File: src/touch_gesture_classifier_defines.svh
// Assertion macros used by the core RTL file, tgc_core.sv.
`ifndef TOUCH_GESTURE_CLASSIFIER_DEFINES_SVH
`define TOUCH_GESTURE_CLASSIFIER_DEFINES_SVH

`ifndef ASSERT_OFF
// Checks that a condition implies another in the same cycle.
`define TGC_ASSERT_IMP(lbl, clk, rst_n, a, b) \
	lbl: assert property (@(posedge clk) disable iff (!rst_n) (a) |-> (b)) \
		else $error("assertion failed");
// Checks that a condition implies another in the cycle after it.
`define TGC_ASSERT_NXT(lbl, clk, rst_n, a, b) \
	lbl: assert property (@(posedge clk) disable iff (!rst_n) (a) |=> (b)) \
		else $error("assertion failed");
`else
`define TGC_ASSERT_IMP(lbl, clk, rst_n, a, b)
`define TGC_ASSERT_NXT(lbl, clk, rst_n, a, b)
`endif

`endif

File: src/tgc_pkg.sv
`default_nettype none

package tgc_pkg;

	localparam int ZONES      = 8;
	localparam int MASK_W     = 8;
	localparam int TS_W       = 32;
	localparam int TIME_W     = 16;
	localparam int RUN_W      = 8;
	localparam int CFG_IDX_W  = 3;
	localparam int CFG_DATA_W = 16;
	localparam int IN_DATA_W  = 40;
	localparam int OUT_DATA_W = 8;

	// Zones beyond ZONES are ignored.
	localparam logic [MASK_W-1:0] ZONE_EN = (ZONES >= MASK_W) ? {MASK_W{1'b1}} :
		MASK_W'((64'd1 << ZONES) - 64'd1);

	localparam logic [RUN_W-1:0] RUN_MAX = {RUN_W{1'b1}};

	// Register indexes on the configuration port.
	localparam logic [CFG_IDX_W-1:0] REG_TAP_MAX    = 3'd0;
	localparam logic [CFG_IDX_W-1:0] REG_DTAP_WIN   = 3'd1;
	localparam logic [CFG_IDX_W-1:0] REG_LONG_TIME  = 3'd2;
	localparam logic [CFG_IDX_W-1:0] REG_HOLD_TIME  = 3'd3;
	localparam logic [CFG_IDX_W-1:0] REG_STROKE_WIN = 3'd4;
	localparam logic [CFG_IDX_W-1:0] REG_RUN_LEN    = 3'd5;

	typedef enum logic [2:0] {
		G_NONE   = 3'd0,
		G_TAP    = 3'd1,
		G_DOUBLE = 3'd2,
		G_LONG   = 3'd3,
		G_HOLD   = 3'd4,
		G_STROKE = 3'd5,
		G_REPEAT = 3'd6
	} gesture_t;

	typedef struct packed {
		logic [TIME_W-1:0] tap_max_time;
		logic [TIME_W-1:0] double_tap_window;
		logic [TIME_W-1:0] long_press_time;
		logic [TIME_W-1:0] hold_time;
		logic [TIME_W-1:0] stroke_window;
		logic [RUN_W-1:0]  stroke_run_length;
	} cfg_t;

	typedef struct packed {
		logic     busy;
		gesture_t second;
		gesture_t first;
	} result_t;

	// Time difference read as a signed 32-bit value, compared with an unsigned threshold.
	function automatic logic tdiff_le(input logic [TS_W-1:0] d, input logic [TIME_W-1:0] thr);
		return $signed(d) <= $signed({{(TS_W-TIME_W){1'b0}}, thr});
	endfunction

	function automatic logic tdiff_ge(input logic [TS_W-1:0] d, input logic [TIME_W-1:0] thr);
		return $signed(d) >= $signed({{(TS_W-TIME_W){1'b0}}, thr});
	endfunction

endpackage

`default_nettype wire

File: src/tgc_cfg.sv
`default_nettype none

module tgc_cfg (
	input  wire                          clk,
	input  wire                          arst_n,
	input  wire                          cfg_we,
	input  wire [tgc_pkg::CFG_IDX_W-1:0]  cfg_idx,
	input  wire [tgc_pkg::CFG_DATA_W-1:0] cfg_wdata,
	output tgc_pkg::cfg_t                cfg
);
	import tgc_pkg::*;

	cfg_t cfg_q;

	always_ff @(posedge clk or negedge arst_n) begin
		if (!arst_n) begin
			cfg_q.tap_max_time      <= 16'd250;
			cfg_q.double_tap_window <= 16'd400;
			cfg_q.long_press_time   <= 16'd700;
			cfg_q.hold_time         <= 16'd1500;
			cfg_q.stroke_window     <= 16'd1200;
			cfg_q.stroke_run_length <= 8'd3;
		end else if (cfg_we) begin
			unique case (cfg_idx)
				REG_TAP_MAX:    cfg_q.tap_max_time      <= cfg_wdata;
				REG_DTAP_WIN:   cfg_q.double_tap_window <= cfg_wdata;
				REG_LONG_TIME:  cfg_q.long_press_time   <= cfg_wdata;
				REG_HOLD_TIME:  cfg_q.hold_time         <= cfg_wdata;
				REG_STROKE_WIN: cfg_q.stroke_window     <= cfg_wdata;
				REG_RUN_LEN:    cfg_q.stroke_run_length <= cfg_wdata[RUN_W-1:0];
				default: begin
				end
			endcase
		end
	end

	assign cfg = cfg_q;

endmodule

`default_nettype wire

File: src/tgc_core.sv
`default_nettype none

`include "touch_gesture_classifier_defines.svh"

module tgc_core (
	input  wire                       clk,
	input  wire                       arst_n,
	input  wire                       en,
	input  wire [tgc_pkg::MASK_W-1:0] zone_mask,
	input  wire [tgc_pkg::TS_W-1:0]   timestamp,
	input  wire tgc_pkg::cfg_t        cfg,
	output tgc_pkg::result_t          res
);
	import tgc_pkg::*;

	logic              contact_active_q, long_reported_q, hold_reported_q, tap_waiting_q;
	logic [TS_W-1:0]   contact_start_q, tap_time_q, last_stroke_q;
	logic [MASK_W-1:0] zones_seen_q;
	logic [RUN_W-1:0]  stroke_run_q;

	logic              contact_active_d, long_reported_d, hold_reported_d, tap_waiting_d;
	logic [TS_W-1:0]   contact_start_d, tap_time_d, last_stroke_d;
	logic [MASK_W-1:0] zones_seen_d;
	logic [RUN_W-1:0]  stroke_run_d;

	logic [MASK_W-1:0] mask;
	logic              active, multi, do_stroke;
	logic [TS_W-1:0]   dur;
	logic [RUN_W-1:0]  run;
	gesture_t          ev_long, ev_hold, ev_rel, ev_tap, g0, g1;
	gesture_t          evs [4];
	logic              tap_out, repeat_out;

	always_comb begin
		contact_active_d = contact_active_q;
		long_reported_d  = long_reported_q;
		hold_reported_d  = hold_reported_q;
		tap_waiting_d    = tap_waiting_q;
		contact_start_d  = contact_start_q;
		tap_time_d       = tap_time_q;
		last_stroke_d    = last_stroke_q;
		zones_seen_d     = zones_seen_q;
		stroke_run_d     = stroke_run_q;

		mask      = zone_mask & ZONE_EN;
		active    = |mask;
		dur       = timestamp - contact_start_q;
		multi     = (zones_seen_q & (zones_seen_q - 1'b1)) != '0;
		do_stroke = 1'b0;
		run       = stroke_run_q;
		ev_long   = G_NONE;
		ev_hold   = G_NONE;
		ev_rel    = G_NONE;
		ev_tap    = G_NONE;

		if (active && !contact_active_q) begin
			contact_active_d = 1'b1;
			contact_start_d  = timestamp;
			zones_seen_d     = mask;
			long_reported_d  = 1'b0;
			hold_reported_d  = 1'b0;
		end else if (active) begin
			zones_seen_d = zones_seen_q | mask;
			if (!long_reported_q && tdiff_ge(dur, cfg.long_press_time)) begin
				long_reported_d = 1'b1;
				ev_long         = G_LONG;
			end
			if (!hold_reported_q && tdiff_ge(dur, cfg.hold_time)) begin
				hold_reported_d = 1'b1;
				ev_hold         = G_HOLD;
			end
		end else if (contact_active_q) begin
			contact_active_d = 1'b0;
			zones_seen_d     = '0;
			// A contact that already gave a long press is not classified again.
			if (!long_reported_q) begin
				if (multi) begin
					do_stroke = 1'b1;
				end else if (tdiff_le(dur, cfg.tap_max_time)) begin
					if (tap_waiting_q &&
					    tdiff_le(timestamp - tap_time_q, cfg.double_tap_window)) begin
						tap_waiting_d = 1'b0;
						ev_rel        = G_DOUBLE;
					end else begin
						tap_waiting_d = 1'b1;
						tap_time_d    = timestamp;
					end
				end else begin
					do_stroke = 1'b1;
				end
			end
		end

		if (do_stroke) begin
			if (tdiff_le(timestamp - last_stroke_q, cfg.stroke_window)) begin
				run = (stroke_run_q == RUN_MAX) ? stroke_run_q : stroke_run_q + 1'b1;
			end else begin
				run = RUN_W'(1);
			end
			last_stroke_d = timestamp;
			if (cfg.stroke_run_length != '0 && run >= cfg.stroke_run_length) begin
				stroke_run_d = '0;
				ev_rel       = G_REPEAT;
			end else begin
				stroke_run_d = run;
				ev_rel       = G_STROKE;
			end
		end

		// A pending tap is flushed once its window has lapsed with no contact held.
		if (!contact_active_d && tap_waiting_d &&
		    !tdiff_le(timestamp - tap_time_d, cfg.double_tap_window)) begin
			tap_waiting_d = 1'b0;
			ev_tap        = G_TAP;
		end

		evs[0] = ev_long;
		evs[1] = ev_hold;
		evs[2] = ev_rel;
		evs[3] = ev_tap;
		g0 = G_NONE;
		g1 = G_NONE;
		for (int i = 0; i < 4; i++) begin
			if (evs[i] != G_NONE) begin
				if (g0 == G_NONE) begin
					g0 = evs[i];
				end else if (g1 == G_NONE) begin
					g1 = evs[i];
				end
			end
		end
	end

	assign res.first  = g0;
	assign res.second = g1;
	assign res.busy   = contact_active_d | tap_waiting_d;

	assign tap_out    = (res.first == G_TAP) || (res.second == G_TAP);
	assign repeat_out = (res.first == G_REPEAT) || (res.second == G_REPEAT);

	always_ff @(posedge clk or negedge arst_n) begin
		if (!arst_n) begin
			contact_active_q <= 1'b0;
			long_reported_q  <= 1'b0;
			hold_reported_q  <= 1'b0;
			tap_waiting_q    <= 1'b0;
			contact_start_q  <= '0;
			tap_time_q       <= '0;
			last_stroke_q    <= '0;
			zones_seen_q     <= '0;
			stroke_run_q     <= '0;
		end else if (en) begin
			contact_active_q <= contact_active_d;
			long_reported_q  <= long_reported_d;
			hold_reported_q  <= hold_reported_d;
			tap_waiting_q    <= tap_waiting_d;
			contact_start_q  <= contact_start_d;
			tap_time_q       <= tap_time_d;
			last_stroke_q    <= last_stroke_d;
			zones_seen_q     <= zones_seen_d;
			stroke_run_q     <= stroke_run_d;
		end
	end

	`TGC_ASSERT_IMP(a_second_after_first, clk, arst_n, res.second != G_NONE, res.first != G_NONE)
	`TGC_ASSERT_IMP(a_zones_clear_idle, clk, arst_n, !contact_active_q, zones_seen_q == '0)
	`TGC_ASSERT_NXT(a_long_marks, clk, arst_n, en && res.first == G_LONG, long_reported_q)
	`TGC_ASSERT_NXT(a_tap_clears, clk, arst_n, en && tap_out, !tap_waiting_q)
	`TGC_ASSERT_NXT(a_repeat_resets_run, clk, arst_n, en && repeat_out, stroke_run_q == '0)

endmodule

`default_nettype wire

File: src/touch_gesture_classifier.sv
// Channel    Direction  Handshake            Payload
// s_axis     in         s_tvalid / s_tready  s_tdata: zone_mask, timestamp (40 bits)
// m_axis     out        m_tvalid / m_tready  m_tdata: first/second gesture, busy (8 bits)
// cfg        in         cfg_we               cfg_idx, cfg_wdata (no read-back)
//
// One poll per clock cycle sustained while m_tready holds; a result passes the input register and is then
// registered in the output register. The classification state loop closes combinationally between the input and the
// state registers, so consecutive items see each other's updates.
// Reset is asynchronous, clears the valid flags and the classifier state and restores the default settings;
// the data registers are loaded only when an item moves.
// A stalled result stays in the output register while one more item waits at the input.
`default_nettype none

module touch_gesture_classifier (
	input  wire                            clk,
	input  wire                            arst_n,
	input  wire                            s_tvalid,
	output logic                           s_tready,
	// [7:0] zone_mask, [39:8] timestamp
	input  wire [tgc_pkg::IN_DATA_W-1:0]   s_tdata,
	output logic                           m_tvalid,
	input  wire                            m_tready,
	// [2:0] first_gesture, [5:3] second_gesture, [6] busy_res, [7] zero
	output logic [tgc_pkg::OUT_DATA_W-1:0] m_tdata,
	input  wire                            cfg_we,
	input  wire [tgc_pkg::CFG_IDX_W-1:0]   cfg_idx,
	input  wire [tgc_pkg::CFG_DATA_W-1:0]  cfg_wdata
);
	import tgc_pkg::*;

	logic              valid_s1;
	logic [MASK_W-1:0] zone_mask_s1;
	logic [TS_W-1:0]   timestamp_s1;
	logic              out_valid_q;
	result_t           res_q;
	result_t           res;
	cfg_t              cfg;
	logic              advance;

	assign advance  = valid_s1 && (!out_valid_q || m_tready);
	assign s_tready = !valid_s1 || advance;

	tgc_cfg u_cfg (
		.clk       (clk),
		.arst_n    (arst_n),
		.cfg_we    (cfg_we),
		.cfg_idx   (cfg_idx),
		.cfg_wdata (cfg_wdata),
		.cfg       (cfg)
	);

	tgc_core u_core (
		.clk       (clk),
		.arst_n    (arst_n),
		.en        (advance),
		.zone_mask (zone_mask_s1),
		.timestamp (timestamp_s1),
		.cfg       (cfg),
		.res       (res)
	);

	always_ff @(posedge clk or negedge arst_n) begin
		if (!arst_n) begin
			valid_s1 <= 1'b0;
		end else if (s_tready) begin
			valid_s1 <= s_tvalid;
		end
	end

	always_ff @(posedge clk) begin
		if (s_tvalid && s_tready) begin
			zone_mask_s1 <= s_tdata[MASK_W-1:0];
			timestamp_s1 <= s_tdata[MASK_W+TS_W-1:MASK_W];
		end
	end

	always_ff @(posedge clk or negedge arst_n) begin
		if (!arst_n) begin
			out_valid_q <= 1'b0;
		end else if (advance) begin
			out_valid_q <= 1'b1;
		end else if (m_tready) begin
			out_valid_q <= 1'b0;
		end
	end

	always_ff @(posedge clk) begin
		if (advance) begin
			res_q <= res;
		end
	end

	assign m_tvalid = out_valid_q;
	assign m_tdata  = {1'b0, res_q.busy, res_q.second, res_q.first};

endmodule

`default_nettype wire

File: config.mk
export PLATFORM = sky130hd
export DESIGN_NAME = touch_gesture_classifier
export DESIGN_NICKNAME = d
export VERILOG_FILES = /design/src/tgc_pkg.sv /design/src/tgc_cfg.sv /design/src/tgc_core.sv /design/src/touch_gesture_classifier.sv
export VERILOG_INCLUDE_DIRS = /design/src /design/src/src
export SDC_FILE = /design/constraint.sdc
export NUM_CORES = 1
export LEC_CHECK = 0
export CORE_MARGIN = 2
export CORE_UTILIZATION = 30
export CTS_BUF_LIST = sky130_fd_sc_hd__clkbuf_8 sky130_fd_sc_hd__clkbuf_16
export DETAILED_ROUTE_END_ITERATION = 16
export DONT_BUFFER_PORTS = 1
export PLACE_DENSITY = 0.48
export SLEW_MARGIN = 10
export SYNTH_ARGS = -nofsm -noshare
export SYNTH_HDL_FRONTEND = slang
export SYNTH_SLANG_ARGS = --single-unit
File: constraint.sdc
create_clock -name clk -period 12.1 [get_ports clk]
set_input_delay 1.21 -clock clk [delete_from_list [all_inputs] [get_ports clk]]
set_output_delay 1.21 -clock clk [all_outputs]
set_load 0.005 [all_outputs]
* After elaboration in Yosys (flattened, before gate mapping) *
Cells that the tools add are included.

word-level totals
  register bits = 253
  input port bits = 64

cells by class
  add/sub/neg operators = 6
  magnitude comparators = 7
  equal/unequal tests = 6
  multiplexer cells = 69
  bitwise operators = 3
  reduce and logical (&&, ||, !) cells = 47

operators with widths
  cell                 count
  $mux 32              7
  $le 32x17->1         4
  $sub 32x32->32       4
  $mux 3               27
  $ge 32x17->1         2
  $mux 8               7
  $mux 1               25
  $logic_not 3->1      6
  $reduce_and 2->1     9
  $reduce_bool 8->1    2
  $reduce_bool 3->1    5
  $logic_and 1x1->1    9
  $add 8x1->8 const B  1
  $and 8x8->8          1
  $eq 8x8->1 const B   1
  $ge 8x8->1           1
  $or 8x8->8           1
  $reduce_bool 2->1    4
  $reduce_or 8->1      1
  $sub 8x1->8 const B  1
  $logic_not 1->1      7
  $eq 3x2->1 const B   2
  $eq 3x3->1 const B   2
  $mux 2               3
  4 further kinds      6

* Depth between registers and ports, before layout *
Gate-level depths: netlist (run 1).

  depth after elaboration = 20
  gate-level depth with buffers = 46
  depth with buffers taken out = 45

* By module *
Synthesis (run 1) repeated with hierarchy kept, for this count alone.

second synthesis, totals
  cell total of the unflattened synthesis = 2215
  area total of the unflattened synthesis = 20500.9 µm²

modules (own cells, without submodules)
  module                    times used  cells each  area each (µm²)  sequential area each (µm²)
  tgc_core                  1           1967        15572.4          2902.8
  tgc_cfg                   1           191         3402.0           2237.1
  touch_gesture_classifier  1           57          1526.5           1461.4

* Least setup slack after synthesis (run 1) *
Ideal clock, no wire load.

  kind = reg2reg
  start = register timestamp_s1[1]
  end = register u_core.tap_waiting_q
  arrival = 9.263 ns
  slack = 2.745 ns
  cell stages (with the launch flop) = 45
  buffers on the path = 1
  period minus slack after synthesis = 9.355 ns
  path through = edfxtp_1 inv_1 fa_1 nor2b_1 o31a_1 o21a_1 o21ai_0 o21ba_2 o21ai_0 xor2_1 ha_1 and4_1 nand3_1 or4_1 o21ai_0 a31oi_1 a2111oi_0 and4_1 (+9 left out) o21ai_0 nand2b_1 a21o_1 a31oi_1 xnor2_1 ha_1 nand4_1 or4_1 a21oi_1 or4b_2 o31a_1 a2111oi_2 nand4_1 or4_1 o41a_1 a311oi_2 a21oi_2 o31ai_2

on the way
  word-level cells in the longest chain between the ends = 15

RTL lines
  item                    RTL line                        source
  from (decl)             touch_gesture_classifier.sv:33  logic [TS_W-1:0] timestamp_s1;
  from (signal assigned)  touch_gesture_classifier.sv:73  timestamp_s1 <= s_tdata[MASK_W+TS_W-1:MASK_W];
  $sub 32x32->32          tgc_core.sv:81                  tdiff_le(timestamp - tap_time_q, cfg.double_tap_window)) begin
  $le 32x17->1            tgc_pkg.sv:56                   return $signed(d) <= $signed({{(TS_W-TIME_W){1'b0}}, thr});
  $logic_and 1x1->1       tgc_core.sv:80                  if (tap_waiting_q &&
  $mux 32                 tgc_core.sv:80
  $mux 32                 tgc_core.sv:79                  end else if (tdiff_le(dur, cfg.tap_max_time)) begin
  $mux 32                 tgc_core.sv:77                  if (multi) begin
  $mux 32                 tgc_core.sv:76                  if (!long_reported_q) begin
  $mux 32                 tgc_core.sv:72                  end else if (contact_active_q) begin
  $mux 32                 tgc_core.sv:62                  end else if (active) begin
  $mux 32                 tgc_core.sv:56                  if (active && !contact_active_q) begin
  $sub 32x32->32          tgc_core.sv:112                 !tdiff_le(timestamp - tap_time_d, cfg.double_tap_window)) begin
  $le 32x17->1            tgc_pkg.sv:56
  $logic_not 1->1         tgc_core.sv:112
  $logic_and 1x1->1       tgc_core.sv:111                 if (!contact_active_d && tap_waiting_d &&
  $mux 1 (*)              tgc_core.sv:111
  to (signal assigned)    tgc_core.sv:156                 tap_waiting_q <= tap_waiting_d;
  to (decl)               tgc_core.sv:16                  logic contact_active_q, long_reported_q, hold_reported_q, tap_waiting_q;

Mark *: on every way between the ends. The rest lies on a longest branch, timed or not.
A chain may end at the register's enable or synchronous reset.

==> results of run 1 <==
-- worst max path at each step --
| stage | startpoint | endpoint | slack, ns |
|---|---|---|---|
| final | timestamp_s1[1]$_DFFE_PP_ | m_tdata[6]$_DFFE_PP_ | 1.18 |
| after global routing | timestamp_s1[1]$_DFFE_PP_ | m_tdata[6]$_DFFE_PP_ | 0.34 |
| after CTS | timestamp_s1[1]$_DFFE_PP_ | m_tdata[6]$_DFFE_PP_ | 1.24 |
| after detailed placement | timestamp_s1[1]$_DFFE_PP_ | m_tdata[6]$_DFFE_PP_ | 1.29 |
| after global placement | timestamp_s1[1]$_DFFE_PP_ | m_tdata[0]$_DFFE_PP_ | 1.59 |
| after floorplan | timestamp_s1[1]$_DFFE_PP_ | u_core.tap_waiting_q$_DFFE_PN0P_ | 2.75 |
-- registers in the layout (all words and copies together), names as in the netlist --
register,flops
u_core.stroke_run_q,8
u_core.tap_time_q,32
u_core.tap_waiting_q,1
u_core.long_reported_q,1
m_tvalid,1
m_tdata,7
timestamp_s1,32
u_core.contact_start_q,32
zone_mask_s1,8
valid_s1,1
u_core.zones_seen_q,8
u_core.last_stroke_q,32
u_cfg.cfg,88
u_core.hold_reported_q,1
u_core.contact_active_q,1
-- per-stage QoR --
step | hold WS [ns] | worst slack [ns]
after floorplan | 0.450 | 2.75
after global placement | 0.471 | 1.59
after detailed placement | 0.484 | 1.29
after CTS | 0.323 | 1.24
after global routing | 0.317 | 0.343
final | 0.357 | 1.18
-- routing by layer --
layer	track usage [%]	vias up
met5	0	-
met4	5.11	2
met3	2.34	90
met2	28.8	325
met1	23.5	7969
li1	-	8222
-- logic make-up after synthesis --
family | count (synthesis) | synth area share, %
buffers and inverters | 283 | 5.40
AO/OA/AOI/OAI | 667 | 21.0
multiplexers | 101 | 5.49
adder cells (fa/ha/maj) | 236 | 15.0
AND/OR/NAND/NOR | 658 | 16.0
flip-flops | 253 | 33.2
other | 1 | 0.0189
XOR/XNOR | 90 | 3.96
-- power groups by stage --
stage / registers, W / clock network, W / logic (W)
final: 0.00108 / 0.00101 / 0.00137
after CTS: 0.00108 / 0.00106 / 0.00137
after global placement: 0.00109 / 0 / 0.00134
after global routing: 0.00109 / 0.00109 / 0.00155
after detailed placement: 0.00109 / 0 / 0.00136
after floorplan: 0.00107 / 0 / 0.00102
-- cell usage after synthesis (all sizes together), types with 8 or more instances --
master	number
xnor2	53
a2111oi	11
dfrtp	178
xor2	37
a22o	9
mux2i	36
edfxtp	47
o211ai	13
nor2b	28
buf	9
a31oi	17
nand2	265
nor4	16
nand3b	9
ha	230
clkbuf	61
o21ai	238
inv	213
and3	14
mux2	65
nor2	117
o21a	33
and4	13
nand4	46
nor3	31
a21o	68
nand3	43
and2	12
nand2b	25
dfstp	28
a21boi	8
a21oi	158
o21bai	8
a211oi	23
or3	12
-- layout make-up --
cell class	instances	area, um2
inverter	213	800
clock inverter	27	246
timing repair buffer	26	195
fill	6717	43700
tap	864	1080
clock buffer	35	865
sequential	253	6600
multi-input combinational	1754	12300
-- worst reg2reg max path: cells and delay by family (launching register included) --
kind	cells	cell delay, ns
flops	1	0.53
simple gates	13	3.44
compound gates	22	4.09
fa+ha+maj	4	1.42
buf+inv	2	0.71
mux	1	0.26
xor+xnor	2	0.31
==> results.py, run 1 <==
metrics = {
    "run_status": {
        "status": "completed",
    },
    "detailed_routing": {
        "drt_iter0_drc": 823,
        "uppermost_signal_routing_layer_after_detailed_routing": "met5",
        "detailedRoute.firstPassIterationCount": 5,
        "met1Wirelength_um": 28700,
        "viasPerCell": 5.24,
        "met3_wirelength_um": 2050,
        "drc": 0,
        "detailroute.wirelength.met2_um": 26900,
        "drt-wirelength-per-cell_um": 18.7,
        "drt_wl_total_um": 59200,
        "routed-via-count": 16600,
        "postRouteAntennaNets": 0,
    },
    "cts": {
        "cts_inserted_buffers": 34,
        "cts_hold_buffers": 0,
        "cts.repair.resized": 0,
        "cts.sink_count": 253,
        "clockBufferDepth": 3,
        "cts_max_level": 2,
        "clkTransAtPathRegs_ns": 0.06,
        "cts-root-buf": "sky130_fd_sc_hd__clkbuf_16",
        "post_cts_setup_repair_buffer_count": 0,
        "clkLatencyLatePin_ns": 0.57,
        "tritoncts_clock_tree": "yes",
    },
    "setup_path": {
        "kind_of_cell_adding_the_most_delay_to_the_critical_path": "compound AO/OA/AOI/OAI gates",
        "slowest_stage": "sky130_fd_sc_hd__or4b_2",
        "worstPathMaxFanout": 24,
        "worstReg2RegStart": "timestamp_s1[1]$_DFFE_PP_",
        "worst_path_most_repeated_cell": "sky130_fd_sc_hd__o21ai_0",
        "r2r_setup_slack_ns": 1.18,
        "max_incr_delay_on_cp_ns": 0.61,
        "worstRegToRegCells": 44,
        "r2r_end": "m_tdata[6]$_DFFE_PP_",
        "cp.depth": 44,
        "worstSetupStartpointType": "register",
        "worstSetupEndpointType": "register",
        "critical_path_buf_inv_count": 2,
        "setup.worst_path.class": "reg2reg",
        "worst_ep_required_time_ns": 12.51,
        "worstPathArrival_ns": 11.33,
    },
    "global_routing": {
        "grt.total_usage_pct": 17.4,
        "maximum_number_of_pins_on_one_net_before_global_route_repair": 207,
        "first_pass_grt_wire_length_um": 92500,
        "antenna_found_initial": 2,
        "grt_pass1_vias": 16600,
        "globalRoute.totalOverflow": 0,
    },
    "sta": {
        "worst-slew-pin-transition_ns": 1.14,
        "layout_min_cycle_time_ns": 10.92,
        "setup_total_negative_slack_ns": 0,
        "grt_setup_unrepaired": "no",
        "worst_slew_margin_rel_pct": 21.9,
        "fmax_ghz": 0.0915,
        "timing_max_transition_violations_final": 0,
        "min_period_over_period_pct": 90.3,
        "finalHoldViolCount": 0,
        "finalSetupViolCount": 0,
        "clock-skew-final_ns": 0.0196,
    },
    "placement": {
        "port_buffers": 0,
        "numPlacedInstances": 3110,
        "dp_hpwl_um": 46400,
        "placement.cell_area_um2": 20900,
        "place_congestion": 0.892,
    },
    "synthesis": {
        "yosysTopAreaCellShare_pct": 22.4,
        "synth_enable_flop_cells": 47,
        "syn_area_per_cell_um2": 8.69,
        "synth-main-ff-cell": "sky130_fd_sc_hd__dfrtp_1",
        "synth_area_leaders": "sky130_fd_sc_hd__dfrtp_1, sky130_fd_sc_hd__ha_1, sky130_fd_sc_hd__edfxtp_1, sky130_fd_sc_hd__o21ai_0, sky130_fd_sc_hd__nand2_1",
        "synthDominantAreaCellType": "sky130_fd_sc_hd__dfrtp_1",
        "yosys_warnings": 0,
        "netlist_instances": 2289,
        "synth-seq-cells": 253,
        "synth_cell_types": 91,
        "synth.yosys.seq_area_share_pct": 33.2,
        "async_flop_share_pct": 81.4,
        "synth_area_um2": 19900,
    },
    "min_path": {
        "worstHoldPathType": "in2async",
    },
    "finish": {
        "final_layout_size_suffix_gt1_share_pct": 8.80,
        "most_common_library_cell_in_the_layout_ignoring_fill_and_taps": "sky130_fd_sc_hd__nand2_1",
        "design_area_um2": 22000,
        "final_cell_count_no_fill": 3172,
        "num-nets-final": 2580,
        "fin_util_pct": 33.5,
        "area_growth_pct": 10.9,
        "antenna_cells": 0,
        "layout_common_cells": "sky130_fd_sc_hd__nand2_1, sky130_fd_sc_hd__o21ai_0, sky130_fd_sc_hd__ha_1",
    },
    "die": {
        "io-pin-count": 74,
        "die-height_um": 261,
        "die_x_um": 261,
        "floorplan.initialDensity_pct": 30.3,
        "die_area_um2": 68400,
        "std_cell_rows": 94,
        "core_ar_um2": 65700,
    },
    "power_and_ir_drop": {
        "leakagePower_nw": 9.89,
        "share_clk_of_total_power_pct": 29.3,
        "internal-power_w": 0.00216,
        "power_per_cell_area_nw_per_um2": 157,
        "p_sw_share_pct": 37.5,
        "irDropWorstVdd_uv": 109,
        "switchingPower_w": 0.00130,
        "p_seq_share_pct": 31.1,
        "design_power_total_w": 0.00346,
        "comb_power_share_pct": 39.5,
    },
    "flow_run": {
        "max-cap-violations": 0,
    },
}
Note: power is estimated with default switching activity, not from simulation.
==> inputs of run 2 (changes only) <==
--- a/config.mk
+++ b/config.mk
@@ -6,13 +6,16 @@
 export SDC_FILE = /design/constraint.sdc
 export NUM_CORES = 1
 export LEC_CHECK = 0
+export ABC_CLOCK_PERIOD_IN_PS = 12100
 export CORE_MARGIN = 2
 export CORE_UTILIZATION = 30
 export CTS_BUF_LIST = sky130_fd_sc_hd__clkbuf_8 sky130_fd_sc_hd__clkbuf_16
 export DETAILED_ROUTE_END_ITERATION = 16
 export DONT_BUFFER_PORTS = 1
 export PLACE_DENSITY = 0.48
+export RECOVER_POWER = 25
 export SLEW_MARGIN = 10
 export SYNTH_ARGS = -nofsm -noshare
 export SYNTH_HDL_FRONTEND = slang
+export SYNTH_HIERARCHICAL = 1
 export SYNTH_SLANG_ARGS = --single-unit
==> results.py, run 2 <==
metrics = {
    "setup_path": {
        "worstRegToRegCells": 41,
        "worstSetupStartpointType": "register",
        "worstPathArrival_ns": 11.01,
        "worst_path_most_repeated_cell": "sky130_fd_sc_hd__ha_1",
        "setup.worst_path.class": "reg2reg",
        "worstPathMaxFanout": 14,
        "r2r_setup_slack_ns": 1.38,
        "worst_ep_required_time_ns": 12.39,
        "worstReg2RegStart": "timestamp_s1[1]$_DFFE_PP_",
        "worstSetupEndpointType": "register",
        "r2r_end": "m_tdata[0]$_DFFE_PP_",
        "max_incr_delay_on_cp_ns": 0.61,
        "slowest_stage": "sky130_fd_sc_hd__or4b_4",
    },
    "synthesis": {
        "synth.yosys.seq_area_share_pct": 32.2,
        "synth-seq-cells": 253,
        "synth-main-ff-cell": "sky130_fd_sc_hd__dfrtp_1",
        "most_frequent_cells_after_synthesis": "sky130_fd_sc_hd__ha_1, sky130_fd_sc_hd__inv_1, sky130_fd_sc_hd__dfrtp_1, sky130_fd_sc_hd__nand2_1, sky130_fd_sc_hd__o21ai_0",
        "synth.net_count": 2513,
        "syn_area_per_cell_um2": 9.26,
        "synth_enable_flop_cells": 47,
        "synthDominantAreaCellType": "sky130_fd_sc_hd__dfrtp_1",
        "async_flop_share_pct": 81.4,
        "netlist_instances": 2215,
        "yosysTopAreaCellShare_pct": 21.7,
        "yosys_warnings": 6,
        "synth_area_leaders": "sky130_fd_sc_hd__dfrtp_1, sky130_fd_sc_hd__ha_1, sky130_fd_sc_hd__edfxtp_1, sky130_fd_sc_hd__mux2_2, sky130_fd_sc_hd__inv_1",
        "post-synth-top-count-cell": "sky130_fd_sc_hd__ha_1",
        "synth_cell_types": 106,
        "synth_area_um2": 20500,
    },
    "power_and_ir_drop": {
        "internal-power_w": 0.00206,
        "power_per_cell_area_nw_per_um2": 143,
        "irDropWorstVdd_uv": 122,
        "switchingPower_w": 0.00115,
        "p_seq_share_pct": 32.9,
        "comb_power_share_pct": 34.8,
        "leakagePower_nw": 10.0,
        "p_sw_share_pct": 35.8,
        "share_clk_of_total_power_pct": 32.3,
    },
    "global_routing": {
        "grt_pass1_vias": 16600,
        "antenna_found_initial": 2,
        "grt.total_usage_pct": 17.3,
        "maximum_number_of_pins_on_one_net_before_global_route_repair": 207,
        "first_pass_grt_wire_length_um": 95200,
        "globalRoute.totalOverflow": 0,
    },
    "die": {
        "std_cell_rows": 95,
        "die_x_um": 265,
        "io-pin-count": 74,
        "core_ar_um2": 67400,
        "die_area_um2": 70400,
        "die-height_um": 265,
        "floorplan.initialDensity_pct": 30.4,
    },
    "cts": {
        "clkTransAtPathRegs_ns": 0.06,
        "cts.repair.resized": 0,
        "cts-root-buf": "sky130_fd_sc_hd__clkbuf_16",
        "post_cts_setup_repair_buffer_count": 0,
        "tritoncts_clock_tree": "yes",
        "clkLatencyLatePin_ns": 0.57,
        "cts_inserted_buffers": 34,
        "cts_hold_buffers": 0,
        "cts.sink_count": 253,
        "clockBufferDepth": 3,
        "cts_max_level": 2,
    },
    "sta": {
        "min_period_over_period_pct": 88.6,
        "clock-skew-final_ns": 0.0302,
        "fmax_ghz": 0.0933,
        "timing_max_transition_violations_final": 0,
        "worst_slew_margin_rel_pct": 36.6,
        "postLayoutSetupSlackWorst_ns": 1.38,
        "finalSetupViolCount": 0,
        "timing.hold.ws_ns": 0.370,
        "setup_total_negative_slack_ns": 0,
        "layout_min_cycle_time_ns": 10.72,
        "worst-slew-pin-transition_ns": 0.949,
        "grt_setup_unrepaired": "no",
        "finalHoldViolCount": 0,
    },
    "detailed_routing": {
        "routed-via-count": 16600,
        "drt_wl_total_um": 61400,
        "drt-wirelength-per-cell_um": 19.8,
        "postRouteAntennaNets": 0,
        "drt_iter0_drc": 886,
        "viasPerCell": 5.38,
        "detailedRoute.firstPassIterationCount": 5,
        "drc": 0,
    },
    "placement": {
        "detailedPlace.worstSlack_ns": 1.48,
        "place_congestion": 0.895,
        "dp_hpwl_um": 47800,
        "port_buffers": 0,
        "numPlacedInstances": 3034,
    },
    "finish": {
        "final_layout_size_suffix_gt1_share_pct": 12.1,
        "final_cell_count_no_fill": 3096,
        "area_growth_pct": 9.75,
        "largest_register_ff_count": 88,
        "most_common_library_cell_in_the_layout_ignoring_fill_and_taps": "sky130_fd_sc_hd__ha_1",
        "num-nets-final": 2495,
        "layout_common_cells": "sky130_fd_sc_hd__ha_1, sky130_fd_sc_hd__inv_1, sky130_fd_sc_hd__dfrtp_1",
        "fin_util_pct": 33.4,
        "antenna_cells": 0,
    },
    "run_status": {
        "status": "completed",
    },
    "min_path": {
        "worstHoldPathType": "in2async",
    },
    "flow_run": {
        "max-cap-violations": 0,
    },
}
## run 2: changes by cell type after synthesis, moves of 18 or more
cell                       before  now
sky130_fd_sc_hd__nand2_1      265  176
sky130_fd_sc_hd__o21ai_0      232  154
sky130_fd_sc_hd__mux2_2        64   98
sky130_fd_sc_hd__clkbuf_1      61   30
sky130_fd_sc_hd__mux2_4         0   26
sky130_fd_sc_hd__buf_2          7   27
sky130_fd_sc_hd__nor2_1       117   99
## run 2: how the worst max path moves through the flow
stage,cells past startpoint,end,slack (ns),start
CTS,41,m_tdata[0]$_DFFE_PP_,1.43,timestamp_s1[1]$_DFFE_PP_
global placement,41,m_tdata[0]$_DFFE_PP_,1.56,timestamp_s1[1]$_DFFE_PP_
finish,41,m_tdata[0]$_DFFE_PP_,1.38,timestamp_s1[1]$_DFFE_PP_
detailed placement,41,m_tdata[0]$_DFFE_PP_,1.48,timestamp_s1[1]$_DFFE_PP_
global route,41,m_tdata[0]$_DFFE_PP_,0.81,timestamp_s1[1]$_DFFE_PP_
floorplan,41,m_tdata[0]$_DFFE_PP_,3.19,timestamp_s1[1]$_DFFE_PP_
## run 2: cell families after synthesis
| logic type | Yosys count | synth area share [%] |
|---|---|---|
| AO/OA/AOI/OAI | 647 | 20.9 |
| XOR/XNOR | 74 | 3.16 |
| adder cells (fa/ha/maj) | 236 | 14.5 |
| buffers and inverters | 282 | 5.79 |
| flip-flops | 253 | 32.2 |
| multiplexers | 161 | 9.10 |
| other | 2 | 0.0366 |
| AND/OR/NAND/NOR | 560 | 14.3 |
## run 2: layer usage
metal | up-vias | global-route usage, % | share of wire (%)
li1 | 8100 | - | -
met1 | 8170 | 23.1 | 47
met2 | 289 | 29.2 | 47
met3 | 88 | 2.07 | 3.1
met4 | 0 | 5.19 | 2.9
met5 | - | 0 | 0
## run 2: power by group through the flow
stage	sequential (W)	clock (W)	combinational [W]
2_1_floorplan	0.00104	0	0.000826
3_3_place_gp	0.00107	0	0.00109
3_5_place_dp	0.00107	0	0.00110
4_1_cts	0.00106	0.00107	0.00111
5_1_grt	0.00107	0.00111	0.00125
6_report	0.00106	0.00104	0.00111
## run 2: per-stage QoR
step	instance area (um2)	power, W
global placement	21300	0.00216
floorplan	20500	0.00187
finish	22500	0.00321
detailed placement	21300	0.00218
global route	22500	0.00342
CTS	22500	0.00324
## run 2: cell type report
type,instances,area [um2]
clock buffers,40,945
clock inverters,22,219
fillers,6898,44900
multi-input cells,1680,12700
repair buffers,18,135
flip-flops and latches,253,6600
well taps,873,1090
inverters,210,788
## run 2: worst max-delay path, delay by kind of cell, from the launching register on
kind | cells | cell delay [ns]
flops | 1 | 0.53
simple gates | 17 | 4.57
fa+ha+maj | 4 | 1.15
xor+xnor | 2 | 0.32
compound gates | 18 | 3.85
